--- src/rtl/pch_pkg.sv ---
// shared types, constants and helper functions of the particle cell histogram
package pch_pkg;

  localparam int FINE_NX   = 20;
  localparam int FINE_NY   = 20;
  localparam int FINE_NZ   = 6;
  localparam int COARSE_NX = 16;
  localparam int COARSE_NY = 16;
  localparam int COARSE_NZ = 5;

  localparam int FINE_CELLS   = FINE_NX * FINE_NY * FINE_NZ;
  localparam int COARSE_CELLS = COARSE_NX * COARSE_NY * COARSE_NZ;
  localparam int MAX_CELLS    = (FINE_CELLS > COARSE_CELLS) ? FINE_CELLS : COARSE_CELLS;

  localparam int FINE_AW   = (FINE_CELLS > 1) ? $clog2(FINE_CELLS) : 1;
  localparam int COARSE_AW = (COARSE_CELLS > 1) ? $clog2(COARSE_CELLS) : 1;
  localparam int CLR_W     = $clog2(MAX_CELLS) + 1;
  localparam int ADDR_W    = 18;

  localparam int POS_W       = 26;
  localparam int D_W         = POS_W + 1;
  localparam int CPM_W       = 16;
  localparam int RAD_W       = 21;
  localparam int IDX_W       = 6;
  localparam int COUNT_W     = 16;
  localparam int SCALE_SHIFT = 28;
  localparam int PROD_W      = (D_W - 1) + CPM_W;
  localparam int Q_W         = PROD_W - SCALE_SHIFT;

  localparam int CFG_W     = 26;
  localparam int CFG_IDX_W = 3;

  localparam logic [CFG_IDX_W-1:0] REG_DMIN_X     = 3'd0;
  localparam logic [CFG_IDX_W-1:0] REG_DMIN_Y     = 3'd1;
  localparam logic [CFG_IDX_W-1:0] REG_DMIN_Z     = 3'd2;
  localparam logic [CFG_IDX_W-1:0] REG_FINE_CPM   = 3'd3;
  localparam logic [CFG_IDX_W-1:0] REG_COARSE_CPM = 3'd4;
  localparam logic [CFG_IDX_W-1:0] REG_RAD_THR    = 3'd5;

  localparam logic signed [POS_W-1:0] DMIN_X_RST     = -26'sd104858;
  localparam logic signed [POS_W-1:0] DMIN_Y_RST     = -26'sd104858;
  localparam logic signed [POS_W-1:0] DMIN_Z_RST     = -26'sd31457;
  localparam logic [CPM_W-1:0]        FINE_CPM_RST   = 16'd25600;
  localparam logic [CPM_W-1:0]        COARSE_CPM_RST = 16'd20480;
  localparam logic [RAD_W-1:0]        RAD_THR_RST    = 21'd0;

  localparam int QUEUE_DEPTH = 4;
  localparam int QPTR_W      = $clog2(QUEUE_DEPTH);
  localparam int QCNT_W      = $clog2(QUEUE_DEPTH + 1);
  localparam int LOAD_W      = QCNT_W + 1;

  typedef enum logic [1:0] {
    OP_ADD   = 2'd0,
    OP_CLEAR = 2'd1,
    OP_READ  = 2'd2,
    OP_NONE  = 2'd3
  } op_e;

  typedef struct packed {
    logic signed [POS_W-1:0] dmin_x;
    logic signed [POS_W-1:0] dmin_y;
    logic signed [POS_W-1:0] dmin_z;
    logic [CPM_W-1:0]        fine_cpm;
    logic [CPM_W-1:0]        coarse_cpm;
    logic [RAD_W-1:0]        rad_thr;
  } cfg_t;

  typedef struct packed {
    op_e                  op;
    logic [IDX_W-1:0]     fx;
    logic [IDX_W-1:0]     fy;
    logic [IDX_W-1:0]     fz;
    logic [IDX_W-1:0]     cx;
    logic [IDX_W-1:0]     cy;
    logic [IDX_W-1:0]     cz;
    logic                 is_large;
    logic                 grid;
    logic                 rd_ok;
    logic [FINE_AW-1:0]   faddr;
    logic [COARSE_AW-1:0] caddr;
  } entry_t;

  typedef struct packed {
    logic [IDX_W-1:0]   fx;
    logic [IDX_W-1:0]   fy;
    logic [IDX_W-1:0]   fz;
    logic [IDX_W-1:0]   cx;
    logic [IDX_W-1:0]   cy;
    logic [IDX_W-1:0]   cz;
    logic               is_large;
    logic [COUNT_W-1:0] cnt_l;
    logic [COUNT_W-1:0] cnt_s;
  } res_t;

  function automatic logic [IDX_W-1:0] clamp_idx(logic [Q_W-1:0] q, int n);
    logic [Q_W-1:0] lim;
    lim = Q_W'(n - 1);
    return (q > lim) ? lim[IDX_W-1:0] : q[IDX_W-1:0];
  endfunction

  function automatic logic in_range(logic [IDX_W-1:0] v, int n);
    return {1'b0, v} < (IDX_W + 1)'(n);
  endfunction

  function automatic logic [ADDR_W-1:0] cell_addr(logic [IDX_W-1:0] x, logic [IDX_W-1:0] y,
                                                  logic [IDX_W-1:0] z, int nx, int ny);
    return ADDR_W'(x) + ADDR_W'(nx) * (ADDR_W'(y) + ADDR_W'(ny) * ADDR_W'(z));
  endfunction

endpackage

--- src/rtl/pch_queue.sv ---
// short item queue between front end and counter back end
module pch_queue
  import pch_pkg::*;
(
  input  logic              clk_i,
  input  logic              rst_ni,
  input  logic              push_i,
  input  entry_t            entry_i,
  input  logic              pop_i,
  output logic              valid_o,
  output entry_t            head_o,
  output logic [QCNT_W-1:0] count_o
);

  entry_t            mem_q [QUEUE_DEPTH];
  logic [QPTR_W-1:0] wr_ptr_q, rd_ptr_q;
  logic [QCNT_W-1:0] cnt_q;
  logic              do_pop;

  assign do_pop  = pop_i && (cnt_q != '0);
  assign valid_o = cnt_q != '0;
  assign head_o  = mem_q[rd_ptr_q];
  assign count_o = cnt_q;

  always_ff @(posedge clk_i or negedge rst_ni) begin
    if (!rst_ni) begin
      wr_ptr_q <= '0;
      rd_ptr_q <= '0;
      cnt_q    <= '0;
    end else begin
      if (push_i) begin
        wr_ptr_q <= wr_ptr_q + 1'b1;
      end
      if (do_pop) begin
        rd_ptr_q <= rd_ptr_q + 1'b1;
      end
      cnt_q <= cnt_q + QCNT_W'(push_i) - QCNT_W'(do_pop);
    end
  end

  always_ff @(posedge clk_i) begin
    if (push_i) begin
      mem_q[wr_ptr_q] <= entry_i;
    end
  end

endmodule

--- config.mk ---
export PLATFORM = sky130hd
export DESIGN_NAME = pch_queue
export DESIGN_NICKNAME = d
export VERILOG_FILES = /design/src/rtl/pch_pkg.sv /design/src/rtl/pch_queue.sv
export SDC_FILE = /design/constraint.sdc
export NUM_CORES = 1
export LEC_CHECK = 0
export BUFFER_PORTS_ARGS = -buffer_cell sky130_fd_sc_hd__buf_2
export CORE_ASPECT_RATIO = 1.75
export CORE_MARGIN = 3
export CORE_UTILIZATION = 55
export DETAILED_ROUTE_END_ITERATION = 10
export PLACE_DENSITY = 0.83
export SLEW_MARGIN = 15
export SYNTH_ARGS = -nofsm -noshare
export SYNTH_HDL_FRONTEND = slang
export SYNTH_SLANG_ARGS = --single-unit
export TNS_END_PERCENT = 10
--- constraint.sdc ---
create_clock -name clk_i -period 3 [get_ports clk_i]
set_clock_uncertainty 0.05 [all_clocks]
set_input_delay 0 -clock clk_i [delete_from_list [all_inputs] [get_ports clk_i]]
set_output_delay 0 -clock clk_i [all_outputs]
set_load 0.02 [all_outputs]
==> key figures <==
Floorplan
  – Initial Util: 0.565
  – Die Ht: roughly 180 µm
  – Die area: between 15000 and 20000 µm²
  – Rows: 63
  – Die W: ~110 µm
  – Core area: ~17000 µm²
  – I/O pin count: between 100 and 150

Critical path
  – Crit Path Category: reg2out
  – Setup crit start kind: register
  – Crit path DAT: roughly 2.3 ns
  – CP cell instances: buf_4, mux4_2, buf_2
  – Worst path slowest cell: dfrtp_2
  – Worst Setup End Kind: output pin
  – Crit Path Max Fanout: 28
  – CP Data Required Time: between 2 and 3 ns
  – Buf/Inv on CP: 2
  – CP delay by family, top: flip-flops
  – Max incr delay on CP: about 0.85 ns

Placed design
  – Number of port buffers: between 100 and 150
  – Final Wtd Congestion: ~0.74
  – Post-Place Worst Slack: roughly 0.86 ns
  – Hpwl dp: around 11000 µm

CTS
  – Clock-pin slew on the worst setup and hold paths: 0.07 ns
  – Clk root buf: clkbuf_16
  – CTS Buf Count: 22
  – Post_cts resized: 0
  – H-Tree Depth: 1
  – CTS Buffer Depth: 3
  – Sink Count: 263
  – Post-CTS setup buffers: 0
  – Clock Latency Late Sink: ~0.5 ns
  – TritonCTS clock tree: done

Detailed routing
  – Number of DRC markers in iteration 0: about 190
  – DR WL/cell: about 21 µm
  – Via count: about 4600
  – DRT antenna net count: 0
  – Final wirelength: about 18000 µm
  – First drt pass iteration count: 6
  – Via-to-Cell Ratio: about 5.5
  – DRC: 0

Cells and area
  – # fillers: around 1000
  – Register area: slightly below 8000 µm²
  – Share of layout cells above drive strength 1: 0.401
  – # nets final: 663
  – # diodes: 0
  – Layout Area Growth over Synthesis: 24.5%
  – Multi-input gate area: around 1600 µm²

Logic synthesis
  – Top-area cell type share of the netlist area: 0.798
  – Mapped Cells: approximately 370
  – Yosys reg bits: 263
  – List of most frequent post-synthesis cells: 256 x edfxtp_1, 64 x mux4_2, 7 x dfrtp_1
  – Most common cell in the synthesized netlist: edfxtp_1
  – Part of the Yosys area used for sequential elements: 0.817
  – Synthesized area: 9630 µm²
  – Largest area contributor in the netlist: edfxtp_1
  – Synth area leaders: edfxtp_1 80%, mux4_2 15%, dfrtp_1 1.8%
  – Ys async rst share: 0.0266
  – Syn Nets: around 440
  – Yosys cell types: 18
  – Synthesized area per cell: between 20 and 30 µm²
  – Main synth FF type: edfxtp_1
  – Post-synth EDFFs: 256
  – Yosys warnings: 0

Global routing
  – Initial antenna violation count: 0
  – Overall Global Routing Usage: 0.191
  – Grt ovf: 0
  – Vias in the first global route: about 5000
  – Global-route wire length before repair: 27600 µm
  – Largest net degree at the start of global routing: 65

STA
  – Setup violators final: 0
  – Worst-Margin Slew: 0.980 ns
  – Worst hold slack: roughly 0.2 ns
  – Setup TNS: 0 ns
  – Post-route minimum period: roughly 2.4 ns
  – RSZ-0062 raised after global routing: false
  – Fin crit share: 0.791
  – Final Slew Violations: 0
  – Final hold vios: 0
  – Slew headroom: 0.347
  – Fmax achieved: ~420 MHz
  – Setup ws final: about 0.63 ns

Run status
  – Run status: completed

Power and ir drop
  – Pwr/cell area: 962 nW/µm²
  – Max IR drop VDD: 1.22 mV
  – Pleak: roughly 4.2 nW

Worst hold path
  – Min-Delay Path Class: in2reg

Flow run
  – Max cap viols: 0
[per-stage QoR]
stage / util / cell area [µm²] / power, mW / instances
final: 0.704 / 12000 / 11.5 / 830
after global placement: 0.623 / 10600 / 8.73 / 723
after global routing: 0.704 / 12000 / 12.0 / 830
after CTS: 0.704 / 12000 / 11.7 / 830
after detailed placement: 0.623 / 10600 / 8.85 / 723
after floorplan: - / 9630 / 7.69 / 368
[path summary, 6_finish.rpt]
path	start	to	slack, ns	cells after the start
min	entry_i[57]	mem_q[1][57]	0.20	2
max in group asynchronous	rst_ni	rd_ptr_q[0]	2.22	3
min in group asynchronous	rst_ni	count_o[0]	0.40	3
max	rd_ptr_q[1]	head_o[16]	0.63	3
min reg2reg	wr_ptr_q[0]	wr_ptr_q[0]	0.49	1
max reg2reg	count_o[1]	count_o[2]	0.85	7
[layout by cell type, fill, tap and decap left out, types with 2 or more instances in the layout]
cell type,count
and2_4,4
buf_12,5
buf_2,135
buf_4,2
bufinv_16,2
clkbuf_1,3
clkbuf_16,23
clkinv_1,6
clkinv_2,4
dfrtp_1,5
dlygate4sd3_1,68
edfxtp_1,256
ha_1,6
inv_1,6
mux4_2,64
xnor2_1,3
xor2_1,2
[logic make-up after synthesis]
group,Yosys count,share of synthesized area
adders and majority gates,7,0.00988
xor gates and xnor gates,5,0.00455
DFF,263,0.817
muxes,64,0.150
buffers and inverters,20,0.0133
AOI/OAI and AO/OA,3,0.00234
and+or+nand+nor,6,0.00364
[power breakdown]
part	internal (mW)	leakage, nW	switching, mW
sequential	4.82	2.43	0.275
combinational	1.58	1.40	2.12
clock	1.57	0.344	1.18
total	7.96	4.17	3.57
[registers in the layout, summed over array words and instances, names as in the netlist]
register	count
mem_q	256
count_o	3
rd_ptr_q	2
wr_ptr_q	2
[layer usage]
layer | routed length (µm) | track usage | vias to the layer above
met5 | 0 | 0 | -
met1 | 6460 | 0.234 | 2380
met2 | 9990 | 0.346 | 145
met3 | 758 | 0.0232 | 42
met4 | 582 | 0.0705 | 0
li1 | - | - | 2011
[final cells by class]
| cell class | count | area share |
|---|---|---|
| flip-flops and latches | 263 | 0.656 |
| multi-input cells | 85 | 0.137 |
| repair buffers | 210 | 0.123 |
| clock buffers | 26 | 0.0489 |
| well taps | 227 | 0.0237 |
| clock inverters | 13 | 0.00929 |
| inverters | 6 | 0.00188 |
[what timing repair did]
item	in CTS	in global routing
hold endpoints to repair	268	0
hold buffers	68	0
endpoints found under the setup margin	0	0
Power figures use the tool's default switching activity.
